===== src/hw/rtl/mtld_pkg.sv =====
// Shared types, constants and the keystream step function for the meter
// telegram descrambler. No dependencies.
package mtld_pkg;

	localparam int FRAME_BYTES     = 30;
	localparam int SCRAMBLED_BYTES = 11;
	localparam int FIRST_SCRAMBLED = 17;
	localparam int LAST_SCRAMBLED  = FIRST_SCRAMBLED + SCRAMBLED_BYTES - 1;
	localparam int LAST_INDEX_BYTE = FIRST_SCRAMBLED + 4;
	localparam int POS_MAX         = 63;

	localparam logic [7:0]  HDR_LEN      = 8'h19;
	localparam logic [7:0]  HDR_CTRL     = 8'h44;
	localparam logic [7:0]  HDR_MFCT_LO  = 8'h30;
	localparam logic [7:0]  HDR_MFCT_HI  = 8'h4C;
	localparam logic [7:0]  HDR_CI       = 8'hA1;
	localparam logic [7:0]  HDR_UNIT     = 8'h13;
	localparam logic [7:0]  CHECK_VALUE  = 8'h4B;
	localparam logic [31:0] BASE_KEY_RST = 32'hDFD109E8;

	localparam int CFG_IDX_W = 1;
	localparam int CFG_DATA_W = 48;
	localparam logic [CFG_IDX_W-1:0] CFG_WANTED_ID = 1'd0;
	localparam logic [CFG_IDX_W-1:0] CFG_BASE_KEY  = 1'd1;

	typedef logic [5:0] pos_t;

	typedef struct packed {
		logic        frame_ok;
		logic        accepted;
		logic [23:0] status_bytes;
		logic [31:0] meter_index;
	} result_t;

	// Eight LFSR steps, feedback bit1^bit2^bit11^bit31 into bit 0
	function automatic logic [31:0] advance8(input logic [31:0] k_in);
		logic [31:0] k;
		logic        fb;
		k = k_in;
		for (int n = 0; n < 8; n++) begin
			fb = k[1] ^ k[2] ^ k[11] ^ k[31];
			k  = {k[30:0], fb};
		end
		return k;
	endfunction

endpackage


===== src/hw/rtl/meter_telegram_lfsr_decoder_unit.sv =====
// Meter telegram descrambler top level: input beat register, frame core,
// result register and configuration registers. Depends on mtld_pkg and
// mtld_frame_core.
// A telegram's last byte goes through the input beat register and its result
// through the result register to m_tdata. Throughput: one byte per cycle; the
// input stalls only while a last byte waits behind an untaken result.
// Reset: arst_n clears frame state and handshakes, wanted_id to 0 and
// base_key to 0xDFD109E8.
module meter_telegram_lfsr_decoder_unit import mtld_pkg::*; (
	input  logic                  clk,
	input  logic                  arst_n,
	input  logic                  s_tvalid,
	output logic                  s_tready,
	input  logic [7:0]            s_tdata,   // rx_byte
	input  logic                  s_tlast,   // frame_end
	output logic                  m_tvalid,
	input  logic                  m_tready,
	output logic [63:0]           m_tdata,   // frame_ok, accepted, status_bytes[23:0],
	                                         // meter_index[31:0], zero fill
	input  logic                  cfg_we,
	input  logic [CFG_IDX_W-1:0]  cfg_index,
	input  logic [CFG_DATA_W-1:0] cfg_data
);

	logic        valid_s1;
	logic [7:0]  byte_s1;
	logic        last_s1;
	logic        out_valid_q;
	result_t     res_q;
	result_t     res;
	logic [47:0] wanted_id_q;
	logic [31:0] base_key_q;
	logic        out_free;
	logic        proc;

	assign out_free = !out_valid_q || m_tready;
	// a last byte waits until the result register is free
	assign proc     = valid_s1 && (!last_s1 || out_free);
	assign s_tready = !valid_s1 || proc;

	always_ff @(posedge clk or negedge arst_n) begin
		if (!arst_n) begin
			wanted_id_q <= '0;
			base_key_q  <= BASE_KEY_RST;
		end else if (cfg_we) begin
			case (cfg_index)
				CFG_WANTED_ID: wanted_id_q <= cfg_data;
				CFG_BASE_KEY:  base_key_q  <= cfg_data[31:0];
				default: ;
			endcase
		end
	end

	always_ff @(posedge clk or negedge arst_n) begin
		if (!arst_n) begin
			valid_s1    <= 1'b0;
			out_valid_q <= 1'b0;
		end else begin
			if (s_tready)
				valid_s1 <= s_tvalid;
			if (out_free)
				out_valid_q <= proc && last_s1;
		end
	end

	always_ff @(posedge clk) begin
		if (s_tvalid && s_tready) begin
			byte_s1 <= s_tdata;
			last_s1 <= s_tlast;
		end
		if (proc && last_s1)
			res_q <= res;
	end

	mtld_frame_core u_core (
		.clk       (clk),
		.arst_n    (arst_n),
		.en        (proc),
		.rx_byte   (byte_s1),
		.frame_end (last_s1),
		.wanted_id (wanted_id_q),
		.base_key  (base_key_q),
		.res       (res)
	);

	assign m_tvalid = out_valid_q;
	assign m_tdata  = {6'b0, res_q.meter_index, res_q.status_bytes,
		res_q.accepted, res_q.frame_ok};

	a_last_gives_result: assert property (@(posedge clk) disable iff (!arst_n)
		(proc && last_s1) |=> out_valid_q)
		else $error("last byte processed without a result beat");

	a_accept_needs_ok: assert property (@(posedge clk) disable iff (!arst_n)
		out_valid_q |-> (!res_q.accepted || res_q.frame_ok))
		else $error("accepted set on a failed frame");

	a_failed_zero: assert property (@(posedge clk) disable iff (!arst_n)
		(out_valid_q && !res_q.frame_ok) |->
		(res_q.status_bytes == '0 && res_q.meter_index == '0))
		else $error("failed frame carries nonzero fields");

	a_no_overwrite: assert property (@(posedge clk) disable iff (!arst_n)
		(out_valid_q && !m_tready) |-> !(proc && last_s1))
		else $error("result register overwritten while stalled");

endmodule


===== src/hw/rtl/mtld_frame_core.sv =====
// Per-byte frame state: header checks, address match, key seed folding,
// descrambling and result assembly. Depends on mtld_pkg.
module mtld_frame_core import mtld_pkg::*; (
	input  logic        clk,
	input  logic        arst_n,
	input  logic        en,
	input  logic [7:0]  rx_byte,
	input  logic        frame_end,
	input  logic [47:0] wanted_id,
	input  logic [31:0] base_key,
	output result_t     res
);

	pos_t        pos_q;
	logic [31:0] key_q;
	logic [23:0] status_q;
	logic [31:0] index_q;
	logic        fault_q;
	logic        addr_eq_q;

	logic [31:0] key_v;
	logic [23:0] status_v;
	logic [31:0] index_v;
	logic        fault_v;
	logic        addr_eq_v;
	logic [7:0]  wid_byte;
	logic [7:0]  want_hdr;
	logic        hdr_chk;
	logic [7:0]  plain;
	logic [1:0]  isel;
	logic        ok;

	always_comb begin
		key_v     = (pos_q == '0) ? base_key : key_q;
		status_v  = status_q;
		index_v   = index_q;
		fault_v   = fault_q;
		addr_eq_v = addr_eq_q;
		wid_byte  = '0;
		want_hdr  = '0;
		hdr_chk   = 1'b0;
		plain     = '0;
		isel      = 2'(pos_q - 6'(FIRST_SCRAMBLED + 1));

		// fold header words into the seed, big-endian
		case (pos_q)
			6'd2, 6'd6, 6'd12:  key_v[31:24] = key_v[31:24] ^ rx_byte;
			6'd3, 6'd7, 6'd13:  key_v[23:16] = key_v[23:16] ^ rx_byte;
			6'd4, 6'd8, 6'd14:  key_v[15:8]  = key_v[15:8] ^ rx_byte;
			6'd5, 6'd9, 6'd15:  key_v[7:0]   = key_v[7:0] ^ rx_byte;
			default: ;
		endcase

		case (pos_q)
			6'd4:    wid_byte = wanted_id[7:0];
			6'd5:    wid_byte = wanted_id[15:8];
			6'd6:    wid_byte = wanted_id[23:16];
			6'd7:    wid_byte = wanted_id[31:24];
			6'd8:    wid_byte = wanted_id[39:32];
			6'd9:    wid_byte = wanted_id[47:40];
			default: wid_byte = rx_byte;
		endcase
		if (wid_byte != rx_byte)
			addr_eq_v = 1'b0;

		case (pos_q)
			6'd0:  begin hdr_chk = 1'b1; want_hdr = HDR_LEN;     end
			6'd1:  begin hdr_chk = 1'b1; want_hdr = HDR_CTRL;    end
			6'd2:  begin hdr_chk = 1'b1; want_hdr = HDR_MFCT_LO; end
			6'd3:  begin hdr_chk = 1'b1; want_hdr = HDR_MFCT_HI; end
			6'd12: begin hdr_chk = 1'b1; want_hdr = HDR_CI;      end
			6'd16: begin hdr_chk = 1'b1; want_hdr = HDR_UNIT;    end
			default: ;
		endcase
		if (hdr_chk && rx_byte != want_hdr)
			fault_v = 1'b1;

		case (pos_q)
			6'd13:   status_v[7:0]   = status_v[7:0] | rx_byte;
			6'd14:   status_v[15:8]  = status_v[15:8] | rx_byte;
			6'd15:   status_v[23:16] = status_v[23:16] | rx_byte;
			default: ;
		endcase

		if (pos_q >= 6'(FIRST_SCRAMBLED) && pos_q <= 6'(LAST_SCRAMBLED)) begin
			key_v = advance8(key_v);
			plain = rx_byte ^ key_v[7:0];
			if (pos_q == 6'(FIRST_SCRAMBLED)) begin
				if (plain != CHECK_VALUE)
					fault_v = 1'b1;
			end else if (pos_q <= 6'(LAST_INDEX_BYTE)) begin
				index_v[{isel, 3'b000} +: 8] = index_v[{isel, 3'b000} +: 8] | plain;
			end
		end

		ok               = !fault_v && pos_q == 6'(FRAME_BYTES - 1);
		res.frame_ok     = ok;
		res.accepted     = ok && addr_eq_v;
		res.status_bytes = ok ? status_v : '0;
		res.meter_index  = ok ? index_v : '0;
	end

	always_ff @(posedge clk or negedge arst_n) begin
		if (!arst_n) begin
			pos_q     <= '0;
			key_q     <= '0;
			status_q  <= '0;
			index_q   <= '0;
			fault_q   <= 1'b0;
			addr_eq_q <= 1'b1;
		end else if (en) begin
			if (frame_end) begin
				pos_q     <= '0;
				key_q     <= '0;
				status_q  <= '0;
				index_q   <= '0;
				fault_q   <= 1'b0;
				addr_eq_q <= 1'b1;
			end else begin
				if (pos_q != 6'(POS_MAX))
					pos_q <= pos_q + 6'd1;
				key_q     <= key_v;
				status_q  <= status_v;
				index_q   <= index_v;
				fault_q   <= fault_v;
				addr_eq_q <= addr_eq_v;
			end
		end
	end

endmodule

===== config.mk =====
export PLATFORM = sky130hd
export DESIGN_NAME = meter_telegram_lfsr_decoder_unit
export DESIGN_NICKNAME = d
export VERILOG_FILES = /design/src/hw/rtl/mtld_pkg.sv /design/src/hw/rtl/meter_telegram_lfsr_decoder_unit.sv /design/src/hw/rtl/mtld_frame_core.sv
export SDC_FILE = /design/constraint.sdc
export NUM_CORES = 1
export LEC_CHECK = 0
export BUFFER_PORTS_ARGS = -buffer_cell sky130_fd_sc_hd__buf_2
export CAP_MARGIN = 20
export CORE_ASPECT_RATIO = 1.4
export CORE_UTILIZATION = 59
export CTS_CLUSTER_DIAMETER = 120
export DETAILED_ROUTE_END_ITERATION = 10
export PLACE_DENSITY_LB_ADDON = 0.15
export SLEW_MARGIN = 20
export SYNTH_ARGS = -nofsm -noshare
export SYNTH_HDL_FRONTEND = slang
export SYNTH_SLANG_ARGS = --single-unit

===== constraint.sdc =====
create_clock -name clk -period 4.7 [get_ports clk]
set_clock_uncertainty 0.1 [all_clocks]
set_input_delay 0.235 -clock clk [delete_from_list [all_inputs] [get_ports clk]]
set_output_delay 0.235 -clock clk [all_outputs]
set_load 0.02 [all_outputs]

==> flow_summary_export.csv, run 1 <==
group,metric,value,unit
status,status,"complete, no violations",
yosys,synth_edf_count,67,
timing,period_needed,4.41,ns
timing,hold_viol,0,
worst_setup_path,cpMostUsedCell,"xnor2_1",
timing,worst_slew_pin_slew,0.992,ns
finish,nNetsFinal,1316,
worst_setup_path,cp-end-kind,"flip-flop",
clock_tree,clkSlewWorstSetupHoldPaths,0.07,ns
floorplanning,start_util,59.9,%
timing,max_freq,227,MHz
routing,viasPerCell,6.10,
worst_setup_path,crit_type,"flip-flop to flip-flop",
floorplanning,num_rows,62,
routing,drtAntennaViolNets,0,
grt,grt_pass1_vias,9325,
finish,multiInputGateArea,5460,um^2
timing,setup_tns,0,ns
finish,postLayoutCellArea,14600,um^2
power_and_ir_drop,vdd_drop_max,0.383,mV
routing,route.detailed.drc,0,
power_and_ir_drop,intPower,4.86,mW
power_and_ir_drop,pwr-share-clk,26.1,%
worst_setup_path,cp.arrival,4.55,ns
power_and_ir_drop,swShare,34.4,%
grt,grt_overflow,0,
yosys,synth_warnings,0,
worst_setup_path,ff2ff_path_depth,12,
placed_design,gp_congestion,0.931,
floorplanning,die_x,124,um
routing,wire_per_inst,21.0,um
routing,wirelength,32000,um
yosys,ys_async_sr_fraction,72.7,%
power_and_ir_drop,p_leak,6.24,nW
grt,grt_max_degree,100,
yosys,synth_cells,1075,
timing,rsz0062_at_grt,"false",
yosys,ys_ff_latch,245,
grt,grtUsageTotal,31.3,%
yosys,synth-main-ff-cell,"dfrtp_1",
grt,antenna_found_initial,0,
power_and_ir_drop,p_comb_share,39.2,%
worst_setup_path,start_kind,"flip-flop",
worst_setup_path,crit_chain,"inv_1 -> ha_1 -> or4b_4 -> nor2_8 -> buf_4 -> mux2i_1 -> xnor2_1 -> xnor3_1 -> xnor2_1 -> xor3_1 -> o21ai_0 -> a21oi_1",
yosys,synth_area,12300,um^2
floorplanning,coreArea,20500,um^2
floorplanning,dieArea,21400,um^2
clock_tree,htreeDepth,1,
floorplanning,io_pins,129,
timing,drv_slew,0,
finish,areaGrowthSynthToFinish,19.1,%
placed_design,placed_area,13200,um^2
clock_tree,cts_tree,"yes",
yosys,avgSynthCellArea,11.4,um^2
power_and_ir_drop,cellPowerDensity,507,nW/um^2
finish,drive_gt1_share,25.7,%
yosys,yosysUniqueCellTypes,68,
floorplanning,fp.dieH,173,um
clock_tree,root_buffer,"clkbuf_16",
worst_setup_path,crit_path_max_incr_delay,0.55,ns
clock_tree,worst_skew_pair.late_latency,0.53,ns
power_and_ir_drop,power.switching,2.55,mW
grt,grt_first_pass_wirelength,51100,um
clock_tree,post-cts-setup-buffers,0,
clock_tree,numCtsBuffers,24,
placed_design,dp_cells,1418,
routing,drt_iter0_markers,804,
power_and_ir_drop,p_seq_share,34.7,%
timing,period_share,93.8,%
finish,fillers,1537,
timing,relSlewSlack,33.1,%
worst_setup_path,cp_max_fo,10,
placed_design,hpwlAfterDp,21100,um
worst_setup_path,cpMaxStageDelayCell,"or4b_4",
placed_design,portBuffers,122,
finish,seq_area,6490,um^2
min_path,min_path_type,"input pin to asynchronous set/reset pin",
flow_run,maxCapViolations,0,
worst_setup_path,required,4.84,ns
routing,first_pass_iters,7,
clock_tree,cts_buffer_depth,3,
timing,setup_viol,0,
finish,final_cells,1523,
finish,antenna_cells,0,
clock_tree,clock_sinks,245,
yosys,ys_seq_area_share,52.9,%
routing,num_vias,9284,
## worst max-delay path, delay by kind of cell, from the launching register on
kind	cells	cell delay (ns)
xor gates and xnor gates	4	1.54
and+or+nand+nor	2	0.79
buffers and inverters	2	0.43
DFF	1	0.38
AOI/OAI and AO/OA	2	0.33
adders and majority gates	1	0.32
muxes	1	0.23
## cell families (layout without fill, tap and decap cells)
family	count (synthesis)	in the layout	share of synthesized area, %
muxes	138	138	12.9
buffers and inverters	83	270	2.98
xor gates and xnor gates	83	83	7.93
adders and majority gates	4	4	0.408
DFF	245	245	52.9
AOI/OAI and AO/OA	238	238	12.3
other	1	6	0.0306
and+or+nand+nor	283	283	10.5
## stage by stage
stage          worst slack [ns]  hold WS, ns  power (mW)  utilization [%]
2_1_floorplan             0.513       -0.161        4.74                -
3_3_place_gp              0.409        0.221        5.37             64.5
3_5_place_dp              0.333        0.222        5.42             64.5
4_1_cts                   0.272        0.251        7.40             71.3
5_1_grt                  0.0414        0.288        7.74             71.3
6_report                  0.293        0.210        7.41             71.3
## timing repair
action / 4_1_cts / 5_1_grt
hold buffers: 61 / 0
endpoints found under the hold margin: 156 / 0
endpoints found under the setup margin: 0 / 1
gates resized for setup: 0 / 1
## power by group through the flow
stage	sequential [mW]	clock (mW)	combinational [mW]
final	2.57	1.93	2.90
after global routing	2.59	2.04	3.11
after CTS	2.57	1.96	2.88
after detailed placement	2.60	0	2.81
after global placement	2.60	0	2.77
after floorplan	2.56	0	2.18
## cells in the final DEF (no fill, tap or decap), types with 6 or more instances in the layout
cell / synthesis / routed
buf_2: 2 / 121
or2_2: 6 / 6
conb_1: 1 / 6
clkbuf_16: 0 / 26
nand2b_1: 6 / 6
nor2_1: 87 / 86
dlygate4sd3_1: 0 / 61
nor3_1: 6 / 6
nand2_1: 113 / 112
and2_1: 11 / 11
dfrtp_1: 160 / 160
nand3_1: 17 / 17
a22oi_1: 27 / 27
mux2i_1: 50 / 50
dfstp_2: 18 / 18
buf_4: 7 / 34
a22o_1: 31 / 31
xor2_1: 14 / 13
xnor3_1: 6 / 6
a21oi_1: 84 / 84
mux2_2: 80 / 80
o221ai_1: 7 / 7
xnor2_1: 50 / 50
edfxtp_1: 67 / 67
mux4_2: 8 / 8
o21ai_0: 56 / 56
o31ai_1: 8 / 8
xor3_1: 6 / 6
## state kept, by name (all words and copies together), names as in the netlist
name / count
byte_s1: 8
u_core.pos_q: 6
last_s1: 1
wanted_id_q: 48
m_tdata: 58
base_key_q: 32
u_core.key_q: 32
valid_s1: 1
u_core.addr_eq_q: 1
m_tvalid: 1
u_core.index_q: 32
u_core.fault_q: 1
u_core.status_q: 24
## synth_stat cells (7+ instances only)
library cell / n / share of area [%]
buf_1: 10 / 0.31
buf_4: 7 / 0.43
mux2i_1: 50 / 4.1
a22o_1: 31 / 2.2
nor2_1: 87 / 2.7
mux4_2: 8 / 1.5
edfxtp_1: 67 / 16
o221ai_1: 7 / 0.50
dfstp_2: 18 / 3.9
a21oi_1: 84 / 3.4
dfrtp_1: 160 / 33
and2_1: 11 / 0.56
nand2_1: 113 / 3.5
xnor2_1: 50 / 3.6
clkbuf_1: 54 / 1.7
xor2_1: 14 / 1.0
o21ai_0: 56 / 2.3
nand3_1: 17 / 0.69
o31ai_1: 8 / 0.49
mux2_2: 80 / 7.3
a22oi_1: 27 / 1.7
## worst paths after layout
path	from	endpoint	slack, ns
worst max-delay path	u_core.pos_q[0]	m_tdata[43]	0.29
worst min-delay path	arst_n	u_core.index_q[28]	0.21
worst max register to register	u_core.pos_q[0]	m_tdata[43]	0.29
worst min register to register	u_core.status_q[0]	u_core.status_q[0]	0.39
max in group asynchronous	arst_n	wanted_id_q[41]	3.26
min in group clk	cfg_we	base_key_q[24]	0.31
## final cells by class
type,count,share of cell area (%)
Clock inverter,10,0.574
Inverter,7,0.180
Timing Repair Buffer,219,10.4
Clock buffer,34,4.82
Tap cell,256,2.19
Sequential cell,245,44.4
Multi-Input combinational cell,752,37.4
## per-layer routing
metal	global-route usage (%)	up-vias	part of all wire [%]
li1	-	4200	-
met1	39.8	4584	38
met2	52.9	392	51
met4	14.4	0	4.9
met3	3.79	108	5.8
met5	0	-	0
Power figures use the tool's default switching activity.
==> run 2, diff against run 1 <==
CTS_BUF_LIST = sky130_fd_sc_hd__clkbuf_16   (was default)
==> flow_summary_export.csv, run 2 (synthesis gave the netlist of run 1 again) <==
group,metric,value,unit
status,status,"complete, no violations",
clock_tree,cts_buffer_depth,3,
finish,antenna_cells,0,
routing,num_vias,9232,
timing,period_share,94.0,%
grt,grtUsageTotal,31.4,%
worst_setup_path,reg2reg_from,"u_core.pos_q[0]",
finish,largest_reg_flops,58,
worst_setup_path,start_kind,"flip-flop",
worst_setup_path,cp-end-kind,"flip-flop",
grt,grt_first_pass_wirelength,51200,um
placed_design,gp_congestion,0.931,
clock_tree,post-cts-setup-buffers,0,
power_and_ir_drop,total_power,7.36,mW
worst_setup_path,ff2ff_path_depth,12,
worst_setup_path,r2r-end,"u_core.index_q[21]",
clock_tree,htreeDepth,1,
floorplanning,num_rows,62,
routing,first_pass_iters,7,
routing,wire_per_inst,21.0,um
grt,grt_overflow,0,
finish,mostFrequentLayoutCells,"dfrtp_1 (160), buf_2 (121), nand2_1 (112)",
clock_tree,cts_tree,"yes",
timing,period_needed,4.42,ns
timing,relSlewSlack,32.8,%
worst_setup_path,cp.arrival,4.74,ns
routing,drt_iter0_markers,748,
worst_setup_path,crit_path_max_incr_delay,0.58,ns
timing,setup_tns,0,ns
power_and_ir_drop,vdd_drop_max,0.383,mV
worst_setup_path,cp_top_family,"XOR/XNOR gates",
floorplanning,io_pins,129,
clock_tree,worst_skew_pair.late_latency,0.53,ns
routing,route.detailed.drc,0,
finish,fillers,1548,
routing,wirelength,31900,um
worst_setup_path,crit_type,"flip-flop to flip-flop",
power_and_ir_drop,p_leak,6.26,nW
clock_tree,clock_sinks,245,
timing,max_freq,226,MHz
routing,viasPerCell,6.06,
timing,hold_viol,0,
floorplanning,coreArea,20500,um^2
placed_design,hpwlAfterDp,21100,um
timing,rsz0062_at_grt,"false",
floorplanning,fp.dieH,173,um
timing,fin_ws,0.284,ns
floorplanning,die_x,124,um
worst_setup_path,required,5.02,ns
worst_setup_path,cpMostUsedCell,"xnor2_2",
flow_run,maxCapViolations,0,
finish,drive_gt1_share,25.6,%
finish,final_core_util,71.2,%
grt,grt_max_degree,100,
finish,layout_commonest_cell,"dfrtp_1",
clock_tree,clkSlewWorstSetupHoldPaths,0.07,ns
worst_setup_path,crit_buf_inv,2,
grt,antenna_found_initial,0,
clock_tree,numCtsBuffers,24,
floorplanning,start_util,59.9,%
timing,worst_slew_pin_slew,0.998,ns
clock_tree,root_buffer,"clkbuf_16",
min_path,min_path_type,"input pin to asynchronous set/reset pin",
power_and_ir_drop,cellPowerDensity,505,nW/um^2
worst_setup_path,cp_max_fo,10,
worst_setup_path,r2r_slack,0.28,ns
worst_setup_path,crit_chain,"inv_1 -> ha_1 -> or4b_4 -> nor2_8 -> buf_4 -> mux2i_1 -> xnor2_2 -> xnor2_2 -> xor3_2 -> xnor2_1 -> nor2_1 -> o31ai_1",
floorplanning,dieArea,21400,um^2
worst_setup_path,cpMaxStageDelayCell,"xor3_2",
finish,areaGrowthSynthToFinish,18.9,%
routing,drtAntennaViolNets,0,
placed_design,place_ws,0.333,ns
finish,nNetsFinal,1316,
timing,hold_slack,0.211,ns
timing,drv_slew,0,
timing,setup_viol,0,
placed_design,portBuffers,122,
grt,grt_pass1_vias,9276,
-- run 2: area by class of cell --
class | instances | area (um^2) | area share, %
Multi-Input combinational cell | 752 | 5460 | 37.4
Inverter | 7 | 26.3 | 0.180
Clock buffer | 26 | 651 | 4.46
Sequential cell | 245 | 6490 | 44.5
Tap cell | 256 | 320 | 2.20
Timing Repair Buffer | 219 | 1520 | 10.4
Clock inverter | 18 | 114 | 0.781
-- run 2: where the power goes --
| group | internal, mW | switching (mW) | total, mW |
|---|---|---|---|
| Sequential | 2.41 | 0.157 | 2.57 |
| Combinational | 1.34 | 1.56 | 2.90 |
| Clock | 1.05 | 0.831 | 1.88 |
| Total | 4.81 | 2.55 | 7.36 |
-- run 2: repair_timing --
item,4_1_cts,5_1_grt
hold endpoints to repair,156,0
endpoints found under the setup margin,0,1
gates resized for setup,0,1
hold buffers,61,0
-- run 2: layer usage --
metal  global-route usage, %  up-vias  wire length, um
li1                        -     4214                -
met1                    39.7     4572            12300
met2                    53.4      349            16400
met3                    3.76       97             1750
met4                    13.9        0             1440
met5                       0        -                0
-- run 2: worst max-delay path by stage --
stage | startpoint | slack (ns) | depth (start not counted) | end
after detailed placement | u_core.pos_q[0] | 0.33 | 11 | m_tdata[45]
after floorplan | u_core.pos_q[1] | 0.51 | 13 | m_tdata[29]
after global placement | u_core.pos_q[0] | 0.41 | 11 | m_tdata[29]
after CTS | u_core.pos_q[0] | 0.27 | 11 | m_tdata[45]
after global routing | u_core.pos_q[0] | 0.04 | 12 | m_tdata[45]
final | u_core.pos_q[0] | 0.28 | 12 | u_core.index_q[21]
-- run 2: worst register-to-register path, cell delays in order (launching register included) --
cell     delay (ns)
dfrtp_1        0.38
inv_1          0.16
ha_1           0.32
or4b_4         0.55
nor2_8         0.24
buf_4          0.27
mux2i_1        0.31
xnor2_2        0.13
xnor2_2        0.29
xor3_2         0.58
xnor2_1        0.48
nor2_1         0.21
o31ai_1        0.30
-- run 2: per-stage QoR --
stage          instance area [um^2]  cells
5_1_grt                       14600   1523
2_1_floorplan                 12300   1080
3_3_place_gp                  13200   1418
4_1_cts                       14600   1523
3_5_place_dp                  13200   1418
6_report                      14600   1523
